<file path="src/hdl/vudf_pkg.sv">
// ----------------------------------------------------------------------------
// vudf_pkg
// Types, constants and fold functions shared by the Vietnamese UTF-8
// diacritic fold block.
// ----------------------------------------------------------------------------
package vudf_pkg;

	// Maximum bytes one input byte can release: three held bytes plus itself
	localparam int unsigned JobBytes = 4;
	localparam int unsigned JobCntW  = $clog2(JobBytes + 1);
	localparam int unsigned JobIdxW  = $clog2(JobBytes);

	// Job queue between front and back
	localparam int unsigned QDepth = 4;
	localparam int unsigned QPtrW  = $clog2(QDepth);
	localparam int unsigned QCntW  = $clog2(QDepth + 1);

	// Held partial sequence
	localparam int unsigned HeldDepth = 3;

	// Lead-byte masks and patterns
	localparam logic [7:0] MaskLead2 = 8'hE0;
	localparam logic [7:0] PatLead2  = 8'hC0;
	localparam logic [7:0] MaskLead3 = 8'hF0;
	localparam logic [7:0] PatLead3  = 8'hE0;
	localparam logic [7:0] MaskLead4 = 8'hF8;
	localparam logic [7:0] PatLead4  = 8'hF0;
	localparam logic [7:0] MaskCont  = 8'hC0;
	localparam logic [7:0] PatCont   = 8'h80;
	localparam logic [7:0] LeadViet3 = 8'hE1;
	localparam logic [7:0] CaseShift = 8'd32;

	localparam logic [2:0] Len2 = 3'd2;
	localparam logic [2:0] Len3 = 3'd3;
	localparam logic [2:0] Len4 = 3'd4;

	localparam logic [7:0] ChA  = 8'h61;
	localparam logic [7:0] ChD  = 8'h64;
	localparam logic [7:0] ChE  = 8'h65;
	localparam logic [7:0] ChI  = 8'h69;
	localparam logic [7:0] ChO  = 8'h6F;
	localparam logic [7:0] ChU  = 8'h75;
	localparam logic [7:0] ChY  = 8'h79;
	localparam logic [7:0] ChUpA = 8'h41;
	localparam logic [7:0] ChUpZ = 8'h5A;
	localparam logic [7:0] NoLetter = 8'h00;

	typedef struct packed {
		logic [JobBytes-1:0][7:0] bytes;
		logic [JobCntW-1:0]       cnt;
		logic                     eot;
	} vudf_job_t;

	function automatic logic is_cont(input logic [7:0] b);
		return (b & MaskCont) == PatCont;
	endfunction

	// Base letter of a two-byte code point (11 bits), or NoLetter
	function automatic logic [7:0] fold_two(input logic [10:0] cp);
		logic [10:0] lo;
		logic [7:0]  res;
		lo  = (cp >= 11'h0E0 && cp <= 11'h0FF) ? cp - 11'h020 : cp;
		res = NoLetter;
		if (lo >= 11'h0C0 && lo <= 11'h0C3) res = ChA;
		else if (lo >= 11'h0C8 && lo <= 11'h0CA) res = ChE;
		else if (lo >= 11'h0CC && lo <= 11'h0CD) res = ChI;
		else if (lo >= 11'h0D2 && lo <= 11'h0D5) res = ChO;
		else if (lo >= 11'h0D9 && lo <= 11'h0DA) res = ChU;
		else if (lo == 11'h0DD) res = ChY;
		else if (cp == 11'h102 || cp == 11'h103) res = ChA;
		else if (cp == 11'h128 || cp == 11'h129) res = ChI;
		else if (cp == 11'h168 || cp == 11'h169) res = ChU;
		else if (cp == 11'h1A0 || cp == 11'h1A1) res = ChO;
		else if (cp == 11'h1AF || cp == 11'h1B0) res = ChU;
		else if (cp == 11'h110 || cp == 11'h111) res = ChD;
		return res;
	endfunction

	// Base letter of a three-byte code point under lead E1 (low 12 bits)
	function automatic logic [7:0] fold_three(input logic [11:0] cp);
		logic [7:0] res;
		res = NoLetter;
		if (cp >= 12'hEA0 && cp <= 12'hEF9) begin
			if (cp <= 12'hEB7) res = ChA;
			else if (cp <= 12'hEC7) res = ChE;
			else if (cp <= 12'hECB) res = ChI;
			else if (cp <= 12'hEE3) res = ChO;
			else if (cp <= 12'hEF1) res = ChU;
			else res = ChY;
		end
		return res;
	endfunction

endpackage

</file>
<file path="src/hdl/vudf_in_if.sv">
// ----------------------------------------------------------------------------
// vudf_in_if
// Raw text channel: one UTF-8 byte per transfer with an end-of-text mark.
// ----------------------------------------------------------------------------
interface vudf_in_if;
	logic       valid;
	logic       ready;
	logic [7:0] in_byte;
	logic       end_of_text;

	modport source (output valid, output in_byte, output end_of_text, input ready);
	modport sink   (input valid, input in_byte, input end_of_text, output ready);
endinterface

</file>
<file path="src/hdl/vudf_out_if.sv">
// ----------------------------------------------------------------------------
// vudf_out_if
// Folded text channel: one output byte per transfer with run and text marks.
// ----------------------------------------------------------------------------
interface vudf_out_if;
	logic       valid;
	logic       ready;
	logic [7:0] out_byte;
	logic       run_last;
	logic       text_done;

	modport source (output valid, output out_byte, output run_last, output text_done,
		input ready);
	modport sink   (input valid, input out_byte, input run_last, input text_done,
		output ready);
endinterface

</file>
<file path="src/hdl/vudf_front.sv">
// ----------------------------------------------------------------------------
// vudf_front
// Accept raw bytes, track partial sequences and build a job per releasing byte.
// ----------------------------------------------------------------------------
module vudf_front (
	input  logic                clk,
	input  logic                arst_n,
	vudf_in_if.sink             raw,
	input  logic                q_full,
	output logic                push,
	output vudf_pkg::vudf_job_t job
);

	logic [7:0] held_q [vudf_pkg::HeldDepth];
	logic [1:0] held_cnt_q;
	logic [2:0] exp_len_q;

	logic [7:0] nxt_held [vudf_pkg::HeldDepth];
	logic [1:0] nxt_cnt;
	logic [2:0] nxt_len;
	logic [7:0] c;
	logic [7:0] letter;
	logic       accept;

	assign c         = raw.in_byte;
	assign raw.ready = !q_full;
	assign accept    = raw.valid && raw.ready;
	assign push      = accept && (job.cnt != '0);

	always_comb begin
		nxt_held = held_q;
		nxt_cnt  = held_cnt_q;
		nxt_len  = exp_len_q;
		letter   = vudf_pkg::NoLetter;
		job      = '0;
		if (held_cnt_q == 2'd0) begin
			if (!c[7]) begin
				job.bytes[0] = (c >= vudf_pkg::ChUpA && c <= vudf_pkg::ChUpZ) ?
					c + vudf_pkg::CaseShift : c;
				job.cnt = vudf_pkg::JobCntW'(1);
			end else if ((c & vudf_pkg::MaskLead2) == vudf_pkg::PatLead2) begin
				nxt_held[0] = c;
				nxt_cnt     = 2'd1;
				nxt_len     = vudf_pkg::Len2;
			end else if ((c & vudf_pkg::MaskLead3) == vudf_pkg::PatLead3) begin
				nxt_held[0] = c;
				nxt_cnt     = 2'd1;
				nxt_len     = vudf_pkg::Len3;
			end else if ((c & vudf_pkg::MaskLead4) == vudf_pkg::PatLead4) begin
				nxt_held[0] = c;
				nxt_cnt     = 2'd1;
				nxt_len     = vudf_pkg::Len4;
			end else begin
				job.bytes[0] = c;
				job.cnt      = vudf_pkg::JobCntW'(1);
			end
		end else if ({1'b0, held_cnt_q} + 3'd1 < exp_len_q) begin
			if (held_cnt_q != 2'd3)
				nxt_held[held_cnt_q] = c;
			nxt_cnt = held_cnt_q + 2'd1;
		end else begin
			if (exp_len_q == vudf_pkg::Len2 && vudf_pkg::is_cont(c))
				letter = vudf_pkg::fold_two({held_q[0][4:0], c[5:0]});
			else if (exp_len_q == vudf_pkg::Len3 && vudf_pkg::is_cont(held_q[1]) &&
				vudf_pkg::is_cont(c) && held_q[0] == vudf_pkg::LeadViet3)
				letter = vudf_pkg::fold_three({held_q[1][5:0], c[5:0]});
			if (letter != vudf_pkg::NoLetter) begin
				job.bytes[0] = letter;
				job.cnt      = vudf_pkg::JobCntW'(1);
			end else begin
				// The held run is always one short of the sequence length here
				job.bytes[0]          = held_q[0];
				job.bytes[1]          = held_q[1];
				job.bytes[2]          = held_q[2];
				job.bytes[held_cnt_q] = c;
				job.cnt               = vudf_pkg::JobCntW'(held_cnt_q) +
					vudf_pkg::JobCntW'(1);
			end
			nxt_cnt = 2'd0;
			nxt_len = 3'd0;
		end
		if (raw.end_of_text) begin
			// Flush whatever is still held; nothing else was released then
			if (nxt_cnt != 2'd0) begin
				job.bytes[0] = nxt_held[0];
				job.bytes[1] = nxt_held[1];
				job.bytes[2] = nxt_held[2];
				job.cnt      = vudf_pkg::JobCntW'(nxt_cnt);
			end
			nxt_cnt = 2'd0;
			nxt_len = 3'd0;
		end
		job.eot = raw.end_of_text;
	end

	always_ff @(posedge clk or negedge arst_n) begin
		if (!arst_n) begin
			held_cnt_q <= 2'd0;
			exp_len_q  <= 3'd0;
		end else if (accept) begin
			held_cnt_q <= nxt_cnt;
			exp_len_q  <= nxt_len;
		end
	end

	always_ff @(posedge clk) begin
		if (accept)
			held_q <= nxt_held;
	end

endmodule

</file>
<file path="src/hdl/vudf_queue.sv">
// ----------------------------------------------------------------------------
// vudf_queue
// Short job queue decoupling the classifier from the byte serialiser.
// ----------------------------------------------------------------------------
module vudf_queue (
	input  logic                clk,
	input  logic                arst_n,
	input  logic                push,
	input  vudf_pkg::vudf_job_t push_job,
	output logic                full,
	input  logic                pop,
	output logic                empty,
	output vudf_pkg::vudf_job_t head
);

	vudf_pkg::vudf_job_t          mem_q [vudf_pkg::QDepth];
	logic [vudf_pkg::QPtrW-1:0]   wr_ptr_q;
	logic [vudf_pkg::QPtrW-1:0]   rd_ptr_q;
	logic [vudf_pkg::QCntW-1:0]   cnt_q;
	logic                         do_push;
	logic                         do_pop;

	assign full    = cnt_q == vudf_pkg::QCntW'(vudf_pkg::QDepth);
	assign empty   = cnt_q == '0;
	assign head    = mem_q[rd_ptr_q];
	assign do_push = push && !full;
	assign do_pop  = pop && !empty;

	always_ff @(posedge clk or negedge arst_n) begin
		if (!arst_n) begin
			wr_ptr_q <= '0;
			rd_ptr_q <= '0;
			cnt_q    <= '0;
		end else begin
			if (do_push)
				wr_ptr_q <= wr_ptr_q + 1'b1;
			if (do_pop)
				rd_ptr_q <= rd_ptr_q + 1'b1;
			if (do_push && !do_pop)
				cnt_q <= cnt_q + 1'b1;
			else if (do_pop && !do_push)
				cnt_q <= cnt_q - 1'b1;
		end
	end

	always_ff @(posedge clk) begin
		if (do_push)
			mem_q[wr_ptr_q] <= push_job;
	end

endmodule

</file>
<file path="src/hdl/vudf_back.sv">
// ----------------------------------------------------------------------------
// vudf_back
// Serialise queued jobs into the output register, one byte per transfer.
// ----------------------------------------------------------------------------
module vudf_back (
	input  logic                clk,
	input  logic                arst_n,
	input  logic                empty,
	input  vudf_pkg::vudf_job_t head,
	output logic                pop,
	vudf_out_if.source          folded
);

	logic [vudf_pkg::JobIdxW-1:0] idx_q;
	logic                         out_valid_q;
	logic [7:0]                   out_byte_q;
	logic                         run_last_q;
	logic                         text_done_q;
	logic                         load;
	logic                         last;

	assign load = !empty && (!out_valid_q || folded.ready);
	assign last = vudf_pkg::JobCntW'(idx_q) == head.cnt - vudf_pkg::JobCntW'(1);
	assign pop  = load && last;

	assign folded.valid     = out_valid_q;
	assign folded.out_byte  = out_byte_q;
	assign folded.run_last  = run_last_q;
	assign folded.text_done = text_done_q;

	always_ff @(posedge clk or negedge arst_n) begin
		if (!arst_n) begin
			out_valid_q <= 1'b0;
			idx_q       <= '0;
		end else if (load) begin
			out_valid_q <= 1'b1;
			idx_q       <= last ? '0 : idx_q + 1'b1;
		end else if (folded.ready) begin
			out_valid_q <= 1'b0;
		end
	end

	always_ff @(posedge clk) begin
		if (load) begin
			out_byte_q  <= head.bytes[idx_q];
			run_last_q  <= last;
			text_done_q <= last && head.eot;
		end
	end

endmodule

</file>
<file path="src/hdl/vietnamese_utf8_diacritic_fold_top.sv">
// ----------------------------------------------------------------------------
// vietnamese_utf8_diacritic_fold_top
// Fold Vietnamese UTF-8 text for search: strip diacritics from precomposed
// vowels, map the two d letters to 'd' and lower-case ASCII capitals.
// ----------------------------------------------------------------------------
//
//  Channel  Role    Payload                            Transfer when
//  -------  ------  ---------------------------------  ---------------
//  raw      sink    in_byte[7:0], end_of_text          valid && ready
//  folded   source  out_byte[7:0], run_last, text_done valid && ready
//
//  Cycles: one raw byte per cycle while the queue has room; its first folded
//  byte goes through the job queue, then the output register, which gives
//  one byte per cycle while ready; a releasing byte gives up to four bytes.
//  Stalls: raw.ready drops only while the four-job queue is full.
//  Reset: arst_n clears the held sequence, the queue and the output register.
//
module vietnamese_utf8_diacritic_fold_top (
	input  logic       clk,
	input  logic       arst_n,
	vudf_in_if.sink    raw,
	vudf_out_if.source folded
);

	vudf_pkg::vudf_job_t new_job;
	vudf_pkg::vudf_job_t head_job;
	logic                push;
	logic                pop;
	logic                q_full;
	logic                q_empty;

	// Front: classify each raw byte, hold partial sequences, build its job
	vudf_front u_front (
		.clk    (clk),
		.arst_n (arst_n),
		.raw    (raw),
		.q_full (q_full),
		.push   (push),
		.job    (new_job)
	);

	// Queue: absorb bursts when one byte releases several
	vudf_queue u_queue (
		.clk      (clk),
		.arst_n   (arst_n),
		.push     (push),
		.push_job (new_job),
		.full     (q_full),
		.pop      (pop),
		.empty    (q_empty),
		.head     (head_job)
	);

	// Back: drain each job byte by byte through the output register
	vudf_back u_back (
		.clk    (clk),
		.arst_n (arst_n),
		.empty  (q_empty),
		.head   (head_job),
		.pop    (pop),
		.folded (folded)
	);

endmodule

</file>
<file path="src/flat_wrapper.sv">
// flat-port wrapper written by rule: the top's interface ports become plain ports
module vietnamese_utf8_diacritic_fold_top_flat 
  (clk, arst_n, raw_valid, raw_in_byte, raw_end_of_text, raw_ready, folded_valid, folded_out_byte, folded_run_last, folded_text_done, folded_ready);
  vudf_in_if raw_i ();
  vudf_out_if folded_i ();
  input  logic clk;
  input  logic arst_n;
  input wire logic [$bits(raw_i.valid)-1:0] raw_valid;
  input wire logic [$bits(raw_i.in_byte)-1:0] raw_in_byte;
  input wire logic [$bits(raw_i.end_of_text)-1:0] raw_end_of_text;
  output wire logic [$bits(raw_i.ready)-1:0] raw_ready;
  output wire logic [$bits(folded_i.valid)-1:0] folded_valid;
  output wire logic [$bits(folded_i.out_byte)-1:0] folded_out_byte;
  output wire logic [$bits(folded_i.run_last)-1:0] folded_run_last;
  output wire logic [$bits(folded_i.text_done)-1:0] folded_text_done;
  input wire logic [$bits(folded_i.ready)-1:0] folded_ready;
  assign raw_i.valid = raw_valid;
  assign raw_i.in_byte = raw_in_byte;
  assign raw_i.end_of_text = raw_end_of_text;
  assign raw_ready = raw_i.ready;
  assign folded_valid = folded_i.valid;
  assign folded_out_byte = folded_i.out_byte;
  assign folded_run_last = folded_i.run_last;
  assign folded_text_done = folded_i.text_done;
  assign folded_i.ready = folded_ready;
  vietnamese_utf8_diacritic_fold_top u_core (.clk(clk), .arst_n(arst_n), .raw(raw_i), .folded(folded_i));
endmodule
</file>
<file path="config.mk">
export PLATFORM = sky130hd
export DESIGN_NAME = vietnamese_utf8_diacritic_fold_top_flat
export DESIGN_NICKNAME = d
export VERILOG_FILES = /design/src/hdl/vudf_pkg.sv /design/src/hdl/vudf_in_if.sv /design/src/hdl/vudf_out_if.sv /design/src/hdl/vudf_front.sv /design/src/hdl/vudf_queue.sv /design/src/hdl/vudf_back.sv /design/src/hdl/vietnamese_utf8_diacritic_fold_top.sv /design/src/flat_wrapper.sv
export SDC_FILE = /design/constraint.sdc
export NUM_CORES = 1
export LEC_CHECK = 0
export BUFFER_PORTS_ARGS = -buffer_cell sky130_fd_sc_hd__buf_2
export CAP_MARGIN = 20
export CORE_ASPECT_RATIO = 1.5
export CORE_UTILIZATION = 63
export CTS_BUF_LIST = sky130_fd_sc_hd__clkbuf_16
export DETAILED_ROUTE_END_ITERATION = 7
export GPL_TIMING_DRIVEN = 1
export HOLD_SLACK_MARGIN = 0.02
export PLACE_DENSITY_LB_ADDON = 0.08
export SETUP_SLACK_MARGIN = 0.4
export SLEW_MARGIN = 20
export SYNTH_ARGS = -nofsm -noshare
export SYNTH_HDL_FRONTEND = slang
export SYNTH_HIERARCHICAL = 1
export SYNTH_SLANG_ARGS = --single-unit
</file>
<file path="constraint.sdc">
create_clock -name clk -period 4.7 [get_ports clk]
set_clock_uncertainty 0.1 [all_clocks]
set_input_delay 0 -clock clk [delete_from_list [all_inputs] [get_ports clk]]
set_output_delay 0 -clock clk [all_outputs]
set_load 0.02 [all_outputs]
</file>
== Word level (Yosys, flattened, before mapping) ==
Memories as Yosys holds them, arrays and structs flattened.
Index checks and enable logic that the tools add are counted.
Storage, ports and cells
  output and inout bits: 12
  bits in registers: 49
  bits of input ports: 13
  memory bits (writable): 144
  word-level logic and storage cells: 194
  memories kept: 1
Operators by class
  add/subtract/negate cells: 10
  equal/unequal tests: 27
  muxes and demuxes: 72
  reduce and logical (&&, ||, !) cells: 43
  order comparisons: 27
  bitwise operators: 1
Memories
  u_core.u_queue.mem_q: words 4, width 36, read ports 1, clocked after memory_dff 0, write ports 1, line vudf_queue.sv:16  | vudf_pkg::vudf_job_t mem_q [vudf_pkg::QDepth];
Operators by type and width (count)
  == test 11 x 9 -> 1 bit, second input constant: 12
  two-way mux 7 bit: 14
  two-way mux 24 bit: 4
  two-way mux 8 bit: 12
  two-way mux 11 bit: 7
  <= comparator 12 bit, second input constant: 6
  >= comparator 11 x 8 -> 1 bit, second input constant: 6
  <= comparator 11 x 8 -> 1 bit, second input constant: 6
  two-way mux 27 bit: 2
  two-way mux 35 bit: 1
  bitwise mux 32 bit: 1
  demux 8 bit (select 2 bit): 2
  two-way mux 3 bit: 9
  bitwise mux 24 bit: 1
  logical AND 1 bit: 23
  two-way mux 5 bit: 4
  binary-select mux 8 bit (select 2 bit): 1
  two-way mux 16 bit: 1
  two-way mux 2 bit: 8
  >= comparator 12 bit, second input constant: 1
  == test 11 x 8 -> 1 bit, second input constant: 1
  subtractor 11 x 6 -> 11 bit, second input constant: 1
  adder 2 x 1 -> 2 bit, second input constant: 4
  adder 8 x 6 -> 8 bit, second input constant: 1
  other kinds (31): 52

== Depth between registers and ports, before layout ==
  word-level depth: 30
  gate-level depth with buffers: 20
  mapped depth without buffers: 18

== By module ==
The synthesis kept the hierarchy.
Modules (own cells, without submodules)
  vudf_queue: cells each 224, area each 5635.4 µm², seq. area each 4499.3 µm², instances 1
  vudf_front: cells each 448, area each 3280.6 µm², seq. area each 845.8 µm², instances 1
  vudf_back: cells each 43, area each 709.4 µm², seq. area each 375.4 µm², instances 1

== Worst setup path before layout ==
No wires, ideal clock.
  kind: reg-to-reg
  start: reg u_core.u_front.held_cnt_q[0]
  end: mem u_core/u_queue/mem_q[0][0] (netlist name) (enable)
  slack: 0.489 ns
  arrival time: 3.715 ns
  path buffers: 2
  clock period less this slack: 4.211 ns
  data required time: 4.203 ns
  library setup time: 0.397 ns
  stages on the path, launching flop included: 16
  cell sequence: dfrtp_1 -> inv_1 -> ha_1 -> ha_1 -> a21o_1 -> a311oi_1 -> and2_1 -> a21oi_1 -> a31o_2 -> clkbuf_1 -> nand2_1 -> o21ai_0 -> a21oi_1 -> nor2b_1 -> buf_6 -> and2_1
Between the ends
  word-level cells in the longest chain between the ends: 13
  elaborated cells on any way between the ends: 21
  classes of those cells: add/sub (2); order compare (1); mux (13); reduce/logical (5)
Ends and longest elaborated chain
  start, declared: line vudf_front.sv:15  | logic [1:0] held_cnt_q;
  start signal, assigned: line vudf_front.sv:101  | held_cnt_q <= nxt_cnt;
  branches (longest 7 deep; another with adder 2 x 1 -> 3 bit)
  two-way mux 27 bit *: line vudf_front.sv:82  | if (raw.end_of_text) begin
  nonzero test 3 bit *: line vudf_front.sv:28  | assign push = accept && (job.cnt != '0);
  logical AND 1 bit *: line vudf_front.sv:28
  named net u_core.push: line vietnamese_utf8_diacritic_fold_top.sv:27  | logic push;
  logical AND 1 bit *: line vudf_queue.sv:26  | assign do_push = push && !full;
  named net u_core.u_queue.do_push: line vudf_queue.sv:20  | logic do_push;
  two-way mux 1 bit *: line vudf_queue.sv:47  | if (do_push)
  two-way mux 1 bit (implied by the code) *: line vudf_queue.sv:48  | mem_q[wr_ptr_q] <= push_job;
  end, declared: line vudf_queue.sv:16
Mark *: on every way through the listed nets, which the timed path passes.

== Worst setup path in the final report ==
  start: reg u_core/u_front/held_q[18] (netlist name)
  end: reg u_core/u_queue/cnt_q[1] (netlist name)
Between the ends
  word-level cells in the longest chain between the ends: 29
  elaborated cells on any way between the ends: 71
  classes of those cells: add/sub (1); order compare (12); eq/ne (14); mux (23); reduce/logical (21)
Ends and longest elaborated chain
  start, declared: line vudf_front.sv:14  | logic [7:0] held_q [vudf_pkg::HeldDepth];
  start signal, assigned: line vudf_front.sv:108  | held_q <= nxt_held;
  branches (longest 14 deep; another with >= comparator 11 x 8 -> 1 bit)
  two-way mux 8 bit *: line vudf_front.sv:62  | if (exp_len_q == vudf_pkg::Len2 && vudf_pkg::is_cont(c))
  two-way mux 8 bit *: line vudf_front.sv:57  | end else if ({1'b0, held_cnt_q} + 3'd1 < exp_len_q) begin
  two-way mux 8 bit *: line vudf_front.sv:36  | if (held_cnt_q == 2'd0) begin
  nonzero test 8 bit *: line vudf_front.sv:67  | if (letter != vudf_pkg::NoLetter) begin
  two-way mux 11 bit *: line vudf_front.sv:67
  two-way mux 35 bit *: line vudf_front.sv:57
  two-way mux 11 bit *: line vudf_front.sv:36
  two-way mux 27 bit: line vudf_front.sv:84  | if (nxt_cnt != 2'd0) begin
  two-way mux 27 bit *: line vudf_front.sv:82
  nonzero test 3 bit *: line vudf_front.sv:28
  logical AND 1 bit *: line vudf_front.sv:28
  named net u_core.push: line vietnamese_utf8_diacritic_fold_top.sv:27
  logical AND 1 bit *: line vudf_queue.sv:26
  logical NOT 1 bit: line vudf_queue.sv:41  | else if (do_pop && !do_push)
  logical AND 1 bit: line vudf_queue.sv:41
  nonzero test 2 bit (no line)
  end signal, assigned: line vudf_queue.sv:40  | cnt_q <= cnt_q + 1'b1;
  end signal, assigned: line vudf_queue.sv:42  | cnt_q <= cnt_q - 1'b1;
  end, declared: line vudf_queue.sv:19  | logic [vudf_pkg::QCntW-1:0] cnt_q;
Mark *: on every way through the listed nets, which the timed path passes. The select of a mux whose other input is x is not followed.
A chain may end at the register's enable or synchronous reset.

==> metrics.txt <==
min-delay worst type=in -> reg; die area=15800 um2; CP Depth=13; Filler cells=roughly 990; Port Buffer Count=24; Pre-Repair DR Iteration Count=8; dominant synthesized flop cell=edfxtp_1; asr flop ratio synth=just under 8%; Yosys warning count=6; Mapped Avg Cell Area=13.5 um2; Area Overhead vs Synth=11.1%; Via Count=roughly 6.8k; die span in y=153 um; commonest non-fill, non-tap cells in the layout=edfxtp_1 (178), nand2_1 (68), nor2_1 (52); NetSw=roughly 2.5 mW; Worst setup EP type=flip-flop; relative max-transition margin=43.5%; status=finished with violations; Seq pwr share=about two fifths; cells along the critical path=or3_4 -> a311o_1 -> a221oi_2 -> o32ai_1 -> a221o_1 -> or4_4 -> o21ai_4 -> a21oi_1 -> nor2b_1 -> ha_1 -> inv_1 -> fa_1 -> mux2_2; max cap viols=0; Netlist Area Pre-Place=9630 um2; area of the multi-input gates=around 3600 um2; Final min period=4170 ps; Total Wirelength=26800 um; Final period util=88.7%; worst skew pair latency=450 ps; final setup vio count=0; Power Density=634 nW/um2; Clock power frac=21.9%; clock sinks=slightly below 200; HPWL after detailed placement=17600 um; total grt overflow=0; P_leak=3.73 nW; Hold Slack=62.8 ps; share of layout cells above drive strength 1=20.4%; Total Negative Setup Slacks=0 ps; die width=103 um; remaining routing DRC violations=2; row count=55; Final nets=a little under 800; CTS Buf Count=17; commonest non-fill, non-tap cell in the layout=edfxtp_1; first-pass GRT wire length=40200 um; kind of critical path=reg -> reg; initial drt markers=751; CP max stage cell=or4_4; crit path buf inv count=1; failing checks=DRC; Post-synth EDFFs=around 180; clk slew on worst S/H paths=80 ps; H-tree depth=4; Starting Density=64.2%; Reg area=roughly 5700 um2; P_int=4.25 mW; drt wl/cell=28.0 um; CP Launch Type=flip-flop; Top Family by Delay on Critical Path=compound AO/OA/AOI/OAI gates; WP data arrival=4400 ps; vias per std cell=7.05; Max stage delay on crit path=about 480 ps; antenna violations before repair=0; Routed Antenna Nets=0; n_diodes=0; RSZ-0062 raised after global routing=no; FMAX=240 MHz; worst reg-to-reg path cell count=13; Combinational Power Share=36.6%; Distinct cells, synth=77; register area share after synthesis=59.4%; GRT Overall Usage=36.1%; Slew @ Worst Pin=847 ps; Post-Syn Instances=roughly 720; core box area=15000 um2; Root Buffer=clkbuf_16; hold-critical path depth=3; CTS tree=built; CP Data Required Time=4930 ps; Syn Nets=between 700 and 800; GPL Wtd Cong=0.933; CP max FO=7; Max Slew Vio Count=0; Clock Tree Buf Depth=2; vias in the first global route=6767; Net Sw Frac=roughly 37%; largest net degree at the start of global routing=37; register bit total from synthesis=193; Max IR drop VDD=0.000352 V; Fin. Hold Viols=0; Ports=25
## cells by family after synthesis
group           count (synthesis)  share of synthesized area [%]
simple gates                  215                           11.4
compound gates                145                           9.79
flops                         193                           59.4
xor+xnor                       10                          0.910
mux                            65                           12.5
fa+ha+maj                      17                           2.29
buf+inv                        70                           3.70
## worst min-delay path, cell delays in order
cell	delay, ps
buf_2	190
nand2_1	80
o21ai_0	120
## sequential cells by signal, indices dropped and copies added (netlist names)
signal,count
u_core/u_front/held_cnt_q,2
u_core/u_queue/mem_q,144
u_core/u_front/exp_len_q,3
u_core/u_queue/rd_ptr_q,2
u_core/u_back/folded.text_done,1
u_core/u_back/idx_q,2
u_core/u_back/folded.out_byte,8
u_core/u_queue/cnt_q,3
u_core/u_queue/wr_ptr_q,2
u_core/u_front/held_q,24
u_core/u_back/folded.valid,1
u_core/u_back/folded.run_last,1
## synthesized netlist by cell type, types with 9 or more instances
cell	instances	share of area (%)
clkbuf_1	17	0.66
mux4_2	44	10
o21ai_0	36	1.9
inv_1	28	1.1
a31oi_1	12	0.78
nand2b_1	10	0.65
nor3_1	13	0.68
a21oi_1	19	0.99
edfxtp_1	178	56
nand2_1	68	2.7
mux2i_1	19	2.0
nand3_1	13	0.68
dfrtp_1	15	3.9
ha_1	16	2.1
nor2_1	52	2.0
and2_1	9	0.58
buf_2	10	0.52
o21ai_1	20	1.0
## metrics by stage
stage	power, mW	util [%]	std cells	setup WS (ps)	cell area (um2)
final	6.78	71.3	959	533	10700
after global routing	7.01	71.3	959	384	10700
after CTS	6.68	70.9	956	406	10600
after detailed placement	5.15	66.4	918	419	9960
after global placement	4.99	66.4	918	485	9960
after floorplan	4.45	-	715	489	9630
## layer usage
| metal | up-vias | share of wire (%) | GRT usage (%) |
|---|---|---|---|
| met5 | - | 0 | 0 |
| met4 | 0 | 6.2 | 21.7 |
| met3 | 118 | 9.7 | 8.82 |
| met2 | 487 | 50 | 57.5 |
| met1 | 3325 | 34 | 43.9 |
| li1 | 2833 | - | - |
## area by class of cell
class                      count  share of cell area [%]
multi-input combinational    452                    33.6
timing repair buffer          54                    3.84
inverter                      29                    1.02
sequential                   193                    53.5
clock buffer                  17                    3.98
clock inverter                15                    1.71
tap                          199                    2.33
## final timing paths
check	end	slack, ps	startpoint
worst max-delay path	u_core/u_queue/cnt_q[1]$_DFFE_PN0P_	530	u_core/u_front/held_q[18]$_DFFE_PP_
worst min-delay path	u_core/u_front/held_q[16]$_DFFE_PP_	60	raw_in_byte[0]
worst max register to register	u_core/u_queue/cnt_q[1]$_DFFE_PN0P_	530	u_core/u_front/held_q[18]$_DFFE_PP_
worst min register to register	u_core/u_queue/cnt_q[2]$_DFFE_PN0P_	380	u_core/u_queue/cnt_q[2]$_DFFE_PN0P_
max in group asynchronous	u_core/u_queue/rd_ptr_q[0]$_DFFE_PN0P_	3330	arst_n
min in group asynchronous	u_core/u_back/idx_q[0]$_DFFE_PN0P_	600	arst_n
## repair_timing
| action | in CTS | in global routing |
|---|---|---|
| endpoints found under the hold margin | 26 | 0 |
| buffers inserted | 0 | 3 |
| setup endpoints to repair | 0 | 146 |
| hold buffers | 6 | 0 |
| resized for setup | 0 | 8 |
## power by group through the flow
| stage | registers, mW | clock network, mW | logic, mW |
|---|---|---|---|
| 3_3_place_gp | 2.77 | 0 | 2.22 |
| 2_1_floorplan | 2.75 | 0 | 1.70 |
| 4_1_cts | 2.81 | 1.48 | 2.39 |
| 6_report | 2.81 | 1.48 | 2.48 |
| 5_1_grt | 2.85 | 1.55 | 2.61 |
| 3_5_place_dp | 2.82 | 0 | 2.33 |
No activity file was read; power rests on OpenSTA's default activity.
